--- src/hw/rtl/gls_pkg.sv ---
// Shared constants, types and helpers for the grid line-of-sight block.
`default_nettype none

package gls_pkg;

    localparam int MAP_SIDE  = 64;
    localparam int MAP_DEPTH = MAP_SIDE * MAP_SIDE;
    localparam int ADDR_W    = $clog2(MAP_DEPTH);
    localparam int COORD_W   = 6;
    localparam int DBL_W     = COORD_W + 1;    // twice a coordinate distance
    localparam int LEFT_W    = COORD_W + 1;    // tiles left on a walk, up to 2*63+1
    localparam int ERR_W     = COORD_W + 2;    // signed error term

    typedef enum logic {
        CMD_WRITE = 1'b0,
        CMD_QUERY = 1'b1
    } t_cmd;

    typedef struct packed {
        logic              en;
        logic [ADDR_W-1:0] addr;
        logic              data;
    } t_wr_req;

    typedef struct packed {
        logic              en;
        logic [ADDR_W-1:0] addr;
    } t_rd_req;

    typedef struct packed {
        logic valid;
        logic visible;
    } t_walk_res;

    function automatic logic in_map(input logic [COORD_W-1:0] x,
                                    input logic [COORD_W-1:0] y);
        in_map = (int'(x) < MAP_SIDE) && (int'(y) < MAP_SIDE);
    endfunction

    function automatic logic [ADDR_W-1:0] tile_addr(input logic [COORD_W-1:0] x,
                                                    input logic [COORD_W-1:0] y);
        tile_addr = ADDR_W'(ADDR_W'(y) * ADDR_W'(MAP_SIDE) + ADDR_W'(x));
    endfunction

endpackage

`default_nettype wire

--- src/hw/rtl/gls_walker.sv ---
// Line walker: steps a 4-connected line, reads one tile per cycle, checks it.
`default_nettype none

module gls_walker (
    input  wire logic                          i_clk,
    input  wire logic                          i_rst_n,
    input  wire logic                          i_start,
    input  wire logic [gls_pkg::COORD_W-1:0]   i_start_x,
    input  wire logic [gls_pkg::COORD_W-1:0]   i_start_y,
    input  wire logic [gls_pkg::COORD_W-1:0]   i_end_x,
    input  wire logic [gls_pkg::COORD_W-1:0]   i_end_y,
    output logic                               o_busy,
    output gls_pkg::t_rd_req                   o_rd,
    input  wire logic                          i_rd_data,
    output gls_pkg::t_walk_res                 o_res,
    input  wire logic                          i_res_take
);
    import gls_pkg::*;

    typedef enum logic [1:0] {
        S_IDLE,
        S_WALK,
        S_DONE
    } t_state;

    t_state                   r_state;
    logic [COORD_W-1:0]       r_x;
    logic [COORD_W-1:0]       r_y;
    logic                     r_x_up;
    logic                     r_y_up;
    logic [DBL_W-1:0]         r_dx2;
    logic [DBL_W-1:0]         r_dy2;
    logic signed [ERR_W-1:0]  r_err;
    logic [LEFT_W-1:0]        r_left;
    logic                     r_pend;
    logic                     r_pend_out;
    logic                     r_visible;

    logic [COORD_W-1:0]       dx;
    logic [COORD_W-1:0]       dy;
    logic                     issue;
    logic                     blocked;
    logic                     cur_in_map;

    assign dx = (i_end_x > i_start_x) ? i_end_x - i_start_x : i_start_x - i_end_x;
    assign dy = (i_end_y > i_start_y) ? i_end_y - i_start_y : i_start_y - i_end_y;

    assign cur_in_map = in_map(r_x, r_y);
    assign issue      = (r_state == S_WALK) && (r_left != '0);
    // Tile read last cycle is opaque, or lies off the map.
    assign blocked    = r_pend && (r_pend_out || !i_rd_data);

    assign o_rd.en   = issue && !blocked && cur_in_map;
    assign o_rd.addr = tile_addr(r_x, r_y);

    assign o_busy        = (r_state != S_IDLE);
    assign o_res.valid   = (r_state == S_DONE);
    assign o_res.visible = r_visible;

    always_ff @(posedge i_clk) begin
        if (!i_rst_n) begin
            r_state <= S_IDLE;
            r_pend  <= 1'b0;
        end else begin
            unique case (r_state)
                S_IDLE: begin
                    r_pend <= 1'b0;
                    if (i_start) begin
                        r_state <= S_WALK;
                        r_x     <= i_start_x;
                        r_y     <= i_start_y;
                        r_x_up  <= i_end_x > i_start_x;
                        r_y_up  <= i_end_y > i_start_y;
                        r_dx2   <= {dx, 1'b0};
                        r_dy2   <= {dy, 1'b0};
                        r_err   <= $signed(ERR_W'(dx)) - $signed(ERR_W'(dy));
                        r_left  <= LEFT_W'(dx) + LEFT_W'(dy) + LEFT_W'(1);
                    end
                end
                S_WALK: begin
                    if (blocked) begin
                        r_visible <= 1'b0;
                        r_pend    <= 1'b0;
                        r_state   <= S_DONE;
                    end else if (issue) begin
                        r_pend     <= 1'b1;
                        r_pend_out <= !cur_in_map;
                        r_left     <= r_left - LEFT_W'(1);
                        // Step in x on a positive error, otherwise in y.
                        if (r_err > 0) begin
                            r_x   <= r_x_up ? r_x + COORD_W'(1) : r_x - COORD_W'(1);
                            r_err <= r_err - $signed(ERR_W'(r_dy2));
                        end else begin
                            r_y   <= r_y_up ? r_y + COORD_W'(1) : r_y - COORD_W'(1);
                            r_err <= r_err + $signed(ERR_W'(r_dx2));
                        end
                    end else if (r_pend) begin
                        // Last tile checked clear; clear the pending flag before finishing.
                        r_pend <= 1'b0;
                    end else begin
                        r_visible <= 1'b1;
                        r_state   <= S_DONE;
                    end
                end
                S_DONE: begin
                    if (i_res_take) begin
                        r_state <= S_IDLE;
                    end
                end
                default: begin
                    r_state <= S_IDLE;
                end
            endcase
        end
    end

endmodule

`default_nettype wire
--- config.mk ---
export PLATFORM = sky130hd
export DESIGN_NAME = gls_walker
export DESIGN_NICKNAME = d
export VERILOG_FILES = /design/src/hw/rtl/gls_pkg.sv /design/src/hw/rtl/gls_walker.sv
export SDC_FILE = /design/constraint.sdc
export NUM_CORES = 1
export LEC_CHECK = 0
export ABC_CLOCK_PERIOD_IN_PS = 5440
export BUFFER_PORTS_ARGS = -buffer_cell sky130_fd_sc_hd__buf_4
export CAP_MARGIN = 20
export CORE_ASPECT_RATIO = 1.75
export CORE_UTILIZATION = 45
export DETAILED_ROUTE_END_ITERATION = 10
export MAX_ROUTING_LAYER = met4
export PLACE_DENSITY = 0.65
export REMOVE_ABC_BUFFERS = 1
export SLEW_MARGIN = 10
export SYNTH_ARGS = -nofsm -noshare
export SYNTH_HDL_FRONTEND = slang
export SYNTH_SLANG_ARGS = --single-unit
--- constraint.sdc ---
create_clock -name i_clk -period 5.44 [get_ports i_clk]
set_input_delay 0.816 -clock i_clk [delete_from_list [all_inputs] [get_ports i_clk]]
set_output_delay 0.816 -clock i_clk [all_outputs]
set_load 0.01 [all_outputs]
Word-level counts from Yosys, hierarchy flattened --
Index checks and enable logic that the tools add are counted.
Word-level totals: register bits 45, input bits 29, output and inout bits 16, word-level logic and storage cells 90
Cells by class: add/sub/neg operators 15, magnitude comparators 3, equality and inequality tests 12, muxes and demuxes 34, reductions and logical operators 15
Operators by type and width (number):
- $mux W6 | 12
- $mux W8 | 4
- $pmux W6 S2 | 2
- $sub A6 B6 Y6 | 4
- $mux W7 | 3
- $pmux W8 S2 | 1
- $pmux W7 S2 | 1
- $add A12 B6 Y12 | 1
- $add A6 B1 Y6 const B | 2
- $gt A6 B6 Y1 | 2
- $reduce_and A6 Y1 | 2
- $sub A6 B1 Y6 const B | 2
- $mux W2 | 5
- $add A8 B8 Y8 | 1
- $gt A8 B1 Y1 const B | 1
- $ne A2 B1 Y1 const B | 4
- $ne A2 B2 Y1 const B | 4
- $reduce_and A4 Y1 | 2
- $sub A8 B8 Y8 | 1
- $add A6 B6 Y7 | 1
- $add A7 B1 Y7 const B | 1
- $reduce_bool A7 Y1 | 1
- $sub A6 B6 Y7 | 1
- $sub A7 B1 Y7 const B | 1
- other kinds (12) | 20

Logic depth before layout (Yosys ltp) --
Gate-level depths: netlist (run 1).
depth after elaboration 6, mapped depth 16, depth with buffers taken out 15

Worst setup path before layout (run 1) --
Ideal clock, no wire load.
kind input-to-reg, start in i_end_y[0] (netlist bit), end reg r_err[5], data pin, library setup time 268 ps, data arrival time 3448 ps, required time 5172 ps, slack 1724 ps, stages on the path 15, path buffers 1, cells stage by stage inv_1 ha_1 inv_1 fa_1 a211oi_1 o21ai_0 o211ai_2 mux2i_1 xor2_1 ha_1 clkbuf_1 a21o_1 a221oi_1 xnor2_1 a21oi_1
On the way: word-level cells in the longest chain between the ends 5, elaborated cells on any way between the ends 7, classes of those cells add/sub: 3; order compare: 1; mux: 3
RTL lines:
- start, declared | line gls_walker.sv:11 | input wire logic [gls_pkg::COORD_W-1:0] i_end_y,
- $sub A6 B6 Y6 / $gt A6 B6 Y1 (equally long branches) | line gls_walker.sv:46 | assign dy = (i_end_y > i_start_y) ? i_end_y - i_start_y : i_start_y - i_end_y;
- $mux W6 (*) | line gls_walker.sv:46
- $sub A6 B6 Y7 (*) | line gls_walker.sv:76 | r_err <= $signed(ERR_W'(dx)) - $signed(ERR_W'(dy));
- $mux W8 (*) | line gls_walker.sv:68 | if (i_start) begin
- $pmux W8 S2 (*) | line gls_walker.sv:65 | unique case (r_state)
- end signal, assigned | line gls_walker.sv:76
- end signal, assigned | line gls_walker.sv:92 | r_err <= r_err - $signed(ERR_W'(r_dy2));
- end signal, assigned | line gls_walker.sv:95 | r_err <= r_err + $signed(ERR_W'(r_dx2));
- end, declared | line gls_walker.sv:33 | logic signed [ERR_W-1:0] r_err;
Mark *: on every way between the ends. The rest lies on a longest branch, timed or not. The select of a mux whose other input is x is not followed. A chain may end at the register's enable or synchronous reset.

Worst setup path after layout (run 1) --
start in i_end_y[0] (netlist bit), end reg r_err[6], data pin
Same word-level chain as after synthesis.

==> results.json, run 1 <==
{
  "synth_top_family_by_area": "adder cells",
  "reg2regPathDepth": 12,
  "top_layer": "met4",
  "floorplan.die.height_um": 126,
  "detailed_place_hpwl_um": 7170,
  "number_of_max_cap_violations": 0,
  "insertion_delay_ns": 0.29,
  "dpl.cell_count": 560,
  "core-area_um2": 8610,
  "wire_length_of_the_first_global_routing_pass_um": 14700,
  "synth_compound_gate_area_share_pct": 15.4,
  "drt_first_iter_violations": 119,
  "synth.distinct_cells": 47,
  "setup_viol_count_final": 0,
  "final_min_period_over_clock_period_pct": 69.6,
  "wl_met2_um": 5050,
  "route.layer.met1.wl_um": 3240,
  "power_density_nw_per_um2": 328,
  "critPathArrivalTime_ns": 3.82,
  "antenna_found_initial": 0,
  "cts_buffer_depth": 2,
  "finalWirelength_um": 9040,
  "finish.cell_count_without_fillers": 568,
  "grt_max_degree": 35,
  "postRouteAntennaNets": 0,
  "synth_cells": 407,
  "worst_slew_pin_slew_ns": 0.944,
  "mean_syn_cell_area_um2": 9.77,
  "holdCritPathClass": "reg -> reg",
  "postSynthRegisterBits": 45,
  "cp_capture_type": "flop",
  "initial_core_util_pct": 46.2,
  "grt_setup_unrepaired": "false",
  "cp.required_ns": 5.48,
  "root_buffer": "sky130_fd_sc_hd__clkbuf_16",
  "run_status": "complete, no violations",
  "cts_resized": 0,
  "synth_fa_ha_area_share_pct": 20.6,
  "drc": 0,
  "static-leakage-power_nw": 2.08,
  "setup.worst_path.class": "in -> reg",
  "cts_htree_levels": 2,
  "register_area_share_after_synthesis_pct": 33.2,
  "min_path_cells": 1,
  "yosys_warnings": 0,
  "layout.cells.most_common": "sky130_fd_sc_hd__ha_1",
  "synth.cell_area_um2": 3980,
  "grt_pass1_vias": 3170,
  "floorplan.rows": 45,
  "buffers_inserted_during_post_cts_setup_optimization": 0,
  "global_route.overflow_total": 0,
  "finalSetupTns_ns": 0,
  "nFillCells": 810,
  "top_level_ports": 45,
  "drt_pass1_iterations": 4,
  "synthMuxAreaShare_pct": 4.88,
  "ctsHoldBuffers": 0,
  "relative_slew_margins_pct": 37.1,
  "cts-buffers-inserted": 5,
  "ir_worst_vdd_mv": 0.138,
  "critical_path_peak_fanout": 6,
  "start_kind": "input port",
  "global_route.usage.total_pct": 21.8,
  "timing_hold_violations_final": 0,
  "post_dr_vias_cell": 5.37,
  "final_period_minus_worst_setup_slack_ns": 3.78,
  "skew_ns": 0.00685,
  "synth_simple_gate_area_share_pct": 12.2,
  "place.gp.congestion": 0.873,
  "layout.nets": 539,
  "multiInputGateArea_um2": 2430,
  "die_area_um2": 9230,
  "cts_sinks": 45,
  "commonest_cells_after_routing_fill_and_taps_aside": "51 x sky130_fd_sc_hd__ha_1, 47 x sky130_fd_sc_hd__inv_1, 47 x sky130_fd_sc_hd__buf_4",
  "maximum_frequency_from_static_timing_analysis_ghz": 0.264,
  "met3_wirelength_um": 263,
  "ff_latch_area_um2": 1320,
  "synth_xor_xnor_area_share_pct": 7.93,
  "placement.io_buffers": 44,
  "clkSlewWorstSetupHoldPaths_ns": 0.07,
  "syn_to_final_growth_pct": 15.5,
  "post_route_cells_drive_above_1_share_pct": 15.5,
  "antenna_cells": 0,
  "dr_total_vias": 3052,
  "wl_per_cell_um": 15.9,
  "slew_viol_final": 0,
  "cts_tree": "yes",
  "die-width_um": 73.1
}
-- logic make-up (layout without fill, tap and decap cells) --
group,Yosys count,count (layout)
AOI/OAI and AO/OA,96,96
adders and majority gates,60,60
xor gates and xnor gates,36,36
and+or+nand+nor,93,93
DFF,45,45
buffers and inverters,59,103
muxes,18,18
-- state kept, by name (all words and copies together), names as in the netlist --
signal,flops
r_err,8
r_dx2,6
r_y_up,1
r_x_up,1
r_dy2,6
r_pend,1
r_visible,1
r_left,7
r_x,6
r_state,2
r_y,6
-- power breakdown --
part           leakage (nW)  total, mW  internal [mW]  switching [mW]
clock                0.0810      0.352          0.218           0.134
sequential            0.418      0.496          0.460          0.0359
combinational          1.58      0.660          0.291           0.369
total                  2.08       1.51          0.968           0.539
-- worst max-delay path, stage by stage --
cell and delay [ns]:
sky130_fd_sc_hd__buf_4 0.11, sky130_fd_sc_hd__inv_1 0.05, sky130_fd_sc_hd__ha_1 0.14, sky130_fd_sc_hd__inv_1 0.06, sky130_fd_sc_hd__fa_1 0.41, sky130_fd_sc_hd__a211oi_1 0.24
sky130_fd_sc_hd__o21ai_0 0.14, sky130_fd_sc_hd__o211ai_2 0.17, sky130_fd_sc_hd__mux2i_1 0.34, sky130_fd_sc_hd__xor2_1 0.14, sky130_fd_sc_hd__ha_1 0.43, sky130_fd_sc_hd__a21oi_1 0.12
sky130_fd_sc_hd__o21bai_1 0.21, sky130_fd_sc_hd__a31oi_1 0.15, sky130_fd_sc_hd__a211oi_1 0.21, sky130_fd_sc_hd__nand2_1 0.08
-- metal layers --
metal	GRT usage [%]	up-vias
met5	-	-
met3	3.18	29
met4	13.4	0
met2	39.0	74
li1	-	1524
met1	21.2	1425
-- synth_stat cells, drive strengths merged --
master / n / share of area, %
a211o: 4 / 0.88
a211oi: 5 / 0.94
a21o: 14 / 2.6
a21oi: 24 / 3.0
a221oi: 5 / 1.1
a22oi: 2 / 0.38
a31oi: 2 / 0.31
and2: 4 / 0.63
and3: 2 / 0.31
and4: 1 / 0.22
buf: 6 / 0.82
clkbuf: 5 / 0.47
dfxtp: 3 / 1.5
edfxtp: 42 / 32
fa: 9 / 4.5
ha: 51 / 16
inv: 48 / 4.5
mux2: 8 / 2.4
mux2i: 10 / 2.5
nand2: 24 / 2.3
nand2b: 8 / 1.3
nand3: 5 / 0.63
nand3b: 2 / 0.38
nand4: 2 / 0.31
nor2: 20 / 2.0
nor2b: 4 / 0.63
nor3: 10 / 1.3
nor3b: 3 / 0.57
nor4: 4 / 1.0
nor4b: 1 / 0.22
o2111a: 1 / 0.28
o211ai: 3 / 0.82
o21a: 2 / 0.38
o21ai: 29 / 3.6
o21bai: 4 / 0.75
o31ai: 1 / 0.19
or2: 1 / 0.16
or3: 1 / 0.16
or4: 1 / 0.28
xnor2: 15 / 3.3
xor2: 21 / 4.6
-- area by class of cell --
cell class	instances	share of cell area, %
well taps	117	3.19
clock inverters	2	0.844
inverters	48	3.92
multi-input cells	303	52.8
flip-flops and latches	45	28.8
clock buffers	6	2.80
repair buffers	47	7.68
-- worst paths after layout --
check             slack (ns)       start         to
setup / recovery        1.66  i_end_y[0]   r_err[6]
hold / removal          0.61      r_pend  r_visible
setup reg to reg        2.13    r_err[3]   r_err[7]
hold reg to reg         0.61      r_pend  r_visible
-- metrics by stage --
step           setup slack, ns  hold WS, ns  utilization (%)  area (um2)  power, mW
3_5_place_dp              1.33        0.591             51.4        4430       1.16
4_1_cts                   1.64        0.608             53.3        4600       1.52
6_report                  1.66        0.612             53.3        4600       1.51
3_3_place_gp              1.35        0.581             51.4        4430       1.14
2_1_floorplan             1.72        0.531                -        3930      0.978
5_1_grt                   1.40        0.649             53.3        4600       1.60
Power figures use the tool's default switching activity.
==> run 2, diff against run 1 <==
--- a/config.mk
+++ b/config.mk
@@ -5,7 +5,8 @@
 export SDC_FILE = /design/constraint.sdc
 export NUM_CORES = 1
 export LEC_CHECK = 0
-export ABC_CLOCK_PERIOD_IN_PS = 5440
+export ABC_AREA = 1
+export ABC_CLOCK_PERIOD_IN_PS = 3600
 export BUFFER_PORTS_ARGS = -buffer_cell sky130_fd_sc_hd__buf_4
 export CAP_MARGIN = 20
 export CORE_ASPECT_RATIO = 1.75
==> constraint.sdc (replaced) <==
create_clock -name i_clk -period 3.6 [get_ports i_clk]
set_input_delay 0.54 -clock i_clk [delete_from_list [all_inputs] [get_ports i_clk]]
set_output_delay 0.54 -clock i_clk [all_outputs]
set_load 0.01 [all_outputs]
==> run 2 against run 1 <==
Combinational power up 73%; wire length increased by 13%; first-iteration DRC count up 81%; global-route usage grew 0.84 points; register-to-register slack got worse by 1.3 ns; hold slack worse by 0.13 ns; die area up 9.9%; cell area rose by 9.3%; critical path type unchanged; critical endpoint is now r_left[6].
==> results.json, run 2 <==
{
  "critical_path_peak_fanout": 8,
  "setup.worst_path.class": "in -> reg",
  "buffers_inserted_during_post_cts_setup_optimization": 0,
  "dpl.cell_count": 744,
  "placement.io_buffers": 44,
  "synth.area.top_cells": "sky130_fd_sc_hd__edfxtp_1 29%, sky130_fd_sc_hd__ha_1 15%, sky130_fd_sc_hd__nand2_1 13%",
  "number_of_max_cap_violations": 0,
  "post-route-util_pct": 53.0,
  "timing_hold_violations_final": 0,
  "finalSetupTns_ns": 0,
  "crit_buf_inv": 5,
  "async_flop_share_pct": 0,
  "skew_ns": 0.00547,
  "insertion_delay_ns": 0.29,
  "run_status": "complete, no violations",
  "crit_top_cell": "sky130_fd_sc_hd__inv_1",
  "drt_pass1_iterations": 4,
  "synth_edf_count": 42,
  "clkSlewWorstSetupHoldPaths_ns": 0.07,
  "detailed_place_hpwl_um": 8500,
  "yosys.area.top_type_share_pct": 28.8,
  "critical_path_depth": 18,
  "static-leakage-power_nw": 2.55,
  "slew_viol_final": 0,
  "cts_buffer_depth": 2,
  "die_area_um2": 10200,
  "synth.cell_area_um2": 4380,
  "finish.cell_count_without_fillers": 753,
  "path_cells": "buf_4 -> inv_1 -> ha_1 -> inv_1 -> fa_1 -> inv_1 -> o21ai_1 -> nand2_1 -> nand2_2 -> nand2_2 -> nand2_1 -> nand2_1 -> inv_1 -> ha_1 -> a21oi_1 -> o21ai_0 -> o21ai_0 -> o21ai_0",
  "mean_syn_cell_area_um2": 7.48,
  "register_area_share_after_synthesis_pct": 30.2,
  "postRouteAntennaNets": 0,
  "reg.largest.list": "r_err: 8 flops, r_left: 7 flops",
  "postSynthRegisterBits": 45,
  "wl_met2_um": 5870,
  "power.total_mw": 2.49,
  "postSynth.topFlopCell": "sky130_fd_sc_hd__edfxtp_1",
  "top_level_ports": 45,
  "post_route_cells_drive_above_1_share_pct": 12.4,
  "post_dr_vias_cell": 5.02,
  "ir_worst_vdd_mv": 0.249,
  "start_kind": "input port",
  "reg2regPathDepth": 13,
  "largest_register_ff_count": 8,
  "grt_max_degree": 25,
  "yosys_warnings": 0,
  "root_buffer": "sky130_fd_sc_hd__clkbuf_16",
  "cts-buffers-inserted": 5,
  "final_period_minus_worst_setup_slack_ns": 3.19,
  "share_of_power_burned_in_registers_pct": 29.9,
  "finalWirelength_um": 10200,
  "min_path_cells": 2,
  "initial_core_util_pct": 46.3,
  "cts_resized": 0,
  "layout.nets": 719,
  "layout.cells.most_common": "sky130_fd_sc_hd__nand2_1",
  "max_flop_register": "r_err",
  "cts_htree_levels": 2,
  "holdCritPathClass": "reg -> reg",
  "top_layer": "met4",
  "die-width_um": 76.6,
  "place.gp.congestion": 0.921,
  "dr_total_vias": 3783,
  "most_used_standard_cell_by_instance_count_after_synthesis": "sky130_fd_sc_hd__nand2_1",
  "cp.required_ns": 3.64,
  "worst_path_max_delay_cell": "sky130_fd_sc_hd__ha_1",
  "power.internal_mw": 1.52,
  "netlist_top_cells_count": "147 x sky130_fd_sc_hd__nand2_1, 102 x sky130_fd_sc_hd__inv_1, 51 x sky130_fd_sc_hd__ha_1",
  "wl_per_cell_um": 13.6,
  "synth.distinct_cells": 36,
  "cts_sinks": 45,
  "switching_share_pct": 38.8,
  "wire_length_of_the_first_global_routing_pass_um": 17700,
  "core-area_um2": 9470,
  "power_density_nw_per_um2": 495,
  "final_min_period_over_clock_period_pct": 88.5,
  "route.layer.met1.wl_um": 3940,
  "switching_power_mw": 0.965,
  "grt_setup_unrepaired": "false",
  "clock_power_share_pct": 24.1,
  "drc": 0,
  "maximum_frequency_from_static_timing_analysis_ghz": 0.314,
  "antenna_found_initial": 0,
  "critPathArrivalTime_ns": 3.22,
  "global_route.usage.total_pct": 22.6,
  "antenna_cells": 0,
  "floorplan.rows": 47,
  "setup_viol_count_final": 0,
  "floorplan.die.height_um": 133,
  "cts_tree": "yes",
  "worst_path_dominant_cell_family": "adder cells",
  "met3_wirelength_um": 151,
  "grt_pass1_vias": 3903,
  "relative_slew_margins_pct": 51.9,
  "max_stage_delay_ns": 0.42,
  "global_route.overflow_total": 0,
  "synth_cells": 586,
  "commonest_cells_after_routing_fill_and_taps_aside": "147 x sky130_fd_sc_hd__nand2_1, 102 x sky130_fd_sc_hd__inv_1, 51 x sky130_fd_sc_hd__ha_1",
  "ctsHoldBuffers": 0,
  "power.combinational.fraction_pct": 45.9,
  "worst_slew_pin_slew_ns": 0.718,
  "cp_capture_type": "flop",
  "syn_to_final_growth_pct": 14.6,
  "netlist.top_cell.by_area": "sky130_fd_sc_hd__edfxtp_1",
  "drt_first_iter_violations": 215
}
==> run 2: cell types whose count changed after synthesis, moves of 7 or more <==
cell / delta
sky130_fd_sc_hd__nand2_1: +123
sky130_fd_sc_hd__nand2_2: +7
sky130_fd_sc_hd__mux2i_1: -9
sky130_fd_sc_hd__inv_1: +55
sky130_fd_sc_hd__a21oi_1: +12
sky130_fd_sc_hd__mux2_2: -7
sky130_fd_sc_hd__xor2_1: -7
sky130_fd_sc_hd__nand2b_1: -8
sky130_fd_sc_hd__nand4_1: +12
sky130_fd_sc_hd__a21o_1: -14
sky130_fd_sc_hd__nand3_1: +37
sky130_fd_sc_hd__nor3_1: -7
sky130_fd_sc_hd__nor2_1: +15
==> run 2: logic make-up (layout without fill, tap and decap cells) <==
| logic type | count (synthesis) | in the layout | share of synthesized area (%) |
|---|---|---|---|
| AO/OA/AOI/OAI | 80 | 80 | 9.79 |
| XOR/XNOR | 23 | 23 | 4.60 |
| adder cells (fa/ha/maj) | 60 | 60 | 18.7 |
| buffers and inverters | 120 | 165 | 11.0 |
| flip-flops | 45 | 45 | 30.2 |
| multiplexers | 1 | 1 | 0.228 |
| AND/OR/NAND/NOR | 257 | 257 | 25.6 |
==> run 2: metrics by stage <==
stage	instance area [um2]	setup slack, ns	hold WS, ns
floorplan	4310	0.719	0.450
global placement	4820	0.173	0.460
detailed placement	4820	0.157	0.475
CTS	5010	0.444	0.484
global route	5020	0.158	0.514
finish	5020	0.413	0.487
==> run 2: layout make-up <==
class	count	area, um2
Clock buffer	5	125
Clock inverter	3	65.1
Fill cell	937	4450
Inverter	108	405
Multi-Input combinational cell	421	2580
Sequential cell	45	1320
Tap cell	122	153
Timing Repair Buffer	49	368
==> run 2: final timing paths <==
check                           startpoint  slack (ns)        end
worst min-delay path                r_pend        0.49     r_pend
worst max register to register    r_err[0]        0.85   r_err[7]
worst min register to register      r_pend        0.49     r_pend
worst max-delay path            i_end_x[0]        0.41  r_left[6]
==> run 2: power by group through the flow <==
stage / sequential, mW / combinational [mW] / clock, mW
6_report: 0.744 / 1.14 / 0.600
5_1_grt: 0.754 / 1.31 / 0.621
4_1_cts: 0.745 / 1.14 / 0.609
3_5_place_dp: 0.756 / 1.13 / 0
3_3_place_gp: 0.754 / 1.11 / 0
2_1_floorplan: 0.751 / 0.816 / 0
==> run 2: worst min-delay path: stages, from the launching register on <==
cell                      delay, ns
sky130_fd_sc_hd__dfxtp_1       0.33
sky130_fd_sc_hd__nand2_1       0.06
sky130_fd_sc_hd__a21oi_1       0.06
==> run 2: metal layers <==
metal  track usage [%]  up-vias
met1              22.6     1730
met4              9.40        0
met5                 -        -
li1                  -     1985
met3              1.72       17
met2              43.9       51
==> run 3, diff against run 2 <==
--- a/config.mk
+++ b/config.mk
@@ -5,7 +5,6 @@
 export SDC_FILE = /design/constraint.sdc
 export NUM_CORES = 1
 export LEC_CHECK = 0
-export ABC_AREA = 1
 export ABC_CLOCK_PERIOD_IN_PS = 3600
 export BUFFER_PORTS_ARGS = -buffer_cell sky130_fd_sc_hd__buf_4
 export CAP_MARGIN = 20
==> run 3 against run 2 <==
Die area shrank 9.0%; critical path depth shrank 2; core utilization grew 3.9 points; clock power shrank 20%; maximum frequency shrank 5.7%; flip-flop and latch count is the same; hold slack lost 0.00087 ns; setup slack lost 0.19 ns; register-to-register slack lost 0.51 ns; non-clock buffer count grew 30; clock-buffer cell count grew 2.
==> results.json, run 3 (same netlist as run 1, synthesis figures left out) <==
{
  "initial_core_util_pct": 46.2,
  "nFillCells": 763,
  "layout.cells.most_common": "sky130_fd_sc_hd__buf_4",
  "worst_hold_startpoint": "i_rst_n",
  "floorplan.rows": 45,
  "ff_latch_area_um2": 1320,
  "worst_slew_pin_slew_ns": 0.681,
  "drc": 0,
  "max_stage_delay_ns": 0.40,
  "critPathArrivalTime_ns": 3.43,
  "number_of_max_cap_violations": 0,
  "floorplan.die.height_um": 126,
  "skew_ns": 0.0110,
  "fin_hold_ws_ns": 0.486,
  "cp.required_ns": 3.65,
  "critical_path_depth": 16,
  "commonest_cells_after_routing_fill_and_taps_aside": "78 x sky130_fd_sc_hd__buf_4, 49 x sky130_fd_sc_hd__ha_1, 46 x sky130_fd_sc_hd__inv_1",
  "cts-buffers-inserted": 5,
  "finalSetupTns_ns": 0,
  "die_area_um2": 9230,
  "insertion_delay_ns": 0.30,
  "multiInputGateArea_um2": 2500,
  "relative_slew_margins_pct": 54.4,
  "wl_per_cell_um": 15.3,
  "reg.largest.list": "r_err: 8 flops, r_left: 7 flops",
  "holdCritPathClass": "in -> reg",
  "final_min_period_over_clock_period_pct": 93.8,
  "ctsHoldBuffers": 0,
  "final_period_minus_worst_setup_slack_ns": 3.38,
  "setup_slack_ns": 0.222,
  "place.gp.congestion": 0.911,
  "route.layer.met1.wl_um": 3420,
  "postRouteAntennaNets": 0,
  "antenna_found_initial": 0,
  "grt_pass1_vias": 3420,
  "largest_register_ff_count": 8,
  "placement.io_buffers": 44,
  "run_status": "complete, no violations",
  "cts_buffer_depth": 2,
  "rr_startpoint": "r_err[3]",
  "met3_wirelength_um": 270,
  "post_route_cells_drive_above_1_share_pct": 24.0,
  "placement.setup.worst_slack_ns": -0.171,
  "timing_hold_violations_final": 0,
  "power.total_mw": 2.45,
  "dpl-instance-area_um2": 4650,
  "finish.cell_count_without_fillers": 600,
  "critical_path_peak_fanout": 5,
  "setup.worst_path.class": "in -> reg",
  "clkSlewWorstSetupHoldPaths_ns": 0.07,
  "dpl.cell_count": 590,
  "global_route.usage.total_pct": 22.7,
  "drt_first_iter_violations": 106,
  "slew_viol_final": 0,
  "top_layer": "met4",
  "power_density_nw_per_um2": 499,
  "start_kind": "input port",
  "root_buffer": "sky130_fd_sc_hd__clkbuf_16",
  "path_cells": "buf_4 -> inv_1 -> ha_1 -> inv_1 -> fa_1 -> a211oi_1 -> o21ai_1 -> o211ai_2 -> mux2i_2 -> xor2_1 -> ha_1 -> buf_4 -> a21oi_1 -> o21a_1 -> o2111a_1 -> nor3_1",
  "cts_htree_levels": 2,
  "timing.critical_path.from": "i_end_y[0]",
  "ir_worst_vdd_mv": 0.283,
  "worst_path_max_delay_cell": "sky130_fd_sc_hd__fa_1",
  "top_level_ports": 45,
  "min_path_cells": 2,
  "post_dr_vias_cell": 5.26,
  "syn_to_final_growth_pct": 23.3,
  "worst_path_dominant_cell_family": "compound AO/OA/AOI/OAI gates",
  "static-leakage-power_nw": 2.24,
  "max_flop_register": "r_err",
  "finalInstanceArea_um2": 4900,
  "cp_capture_type": "flop",
  "crit_buf_inv": 4,
  "reg2regPathDepth": 12,
  "core-area_um2": 8610,
  "grt_max_degree": 35,
  "wl_met2_um": 5160,
  "drt_pass1_iterations": 4,
  "cts_tree": "yes",
  "finalWirelength_um": 9200,
  "maximum_frequency_from_static_timing_analysis_ghz": 0.296,
  "detailed_place_hpwl_um": 7350,
  "cts_sinks": 45,
  "global_route.overflow_total": 0,
  "dr_total_vias": 3155,
  "layout.nets": 571,
  "grt_setup_unrepaired": "true",
  "post-route-util_pct": 56.9,
  "die-width_um": 73.1,
  "setup_viol_count_final": 0,
  "wire_length_of_the_first_global_routing_pass_um": 15400,
  "antenna_cells": 0
}
## run 3: cell types whose count changed in the layout (fill, tap and decap cells not counted), sizes merged, moves of 9 or more
cell,before,now
o21ai,38,29
nor2,36,20
nand2,154,24
nand3,42,5
nand4,14,2
inv,108,48
mux2i,1,10
a21o,0,14
buf,49,79
a21oi,36,24
## run 3: routing by layer
layer	track usage (%)	up-vias
met5	-	-
met4	13.4	0
met3	2.86	24
met2	41.7	66
met1	21.7	1485
li1	-	1580
## run 3: final timing paths
path | slack (ns) | endpoint
hold reg to reg | 0.62 | r_visible
setup / recovery | 0.22 | r_left[5]
hold / removal | 0.49 | r_state[1]
setup reg to reg | 0.34 | r_err[7]
## run 3: report_power, final
| part | internal (mW) | switching [mW] | total, mW |
|---|---|---|---|
| Sequential | 0.695 | 0.0531 | 0.748 |
| Clock | 0.277 | 0.204 | 0.480 |
| Combinational | 0.599 | 0.619 | 1.22 |
## run 3: timing repair
item	in CTS	in global routing
setup buffers	0	2
resized for setup	0	16
setup endpoints to repair	0	6
endpoints found under the hold margin	0	0
## run 3: cell type report
cell class	count	area share [%]
Tap cell	117	2.98
Timing Repair Buffer	79	12.3
Inverter	48	3.67
Clock inverter	1	0.153
Clock buffer	7	2.91
Multi-Input combinational cell	303	51.0
Sequential cell	45	26.9
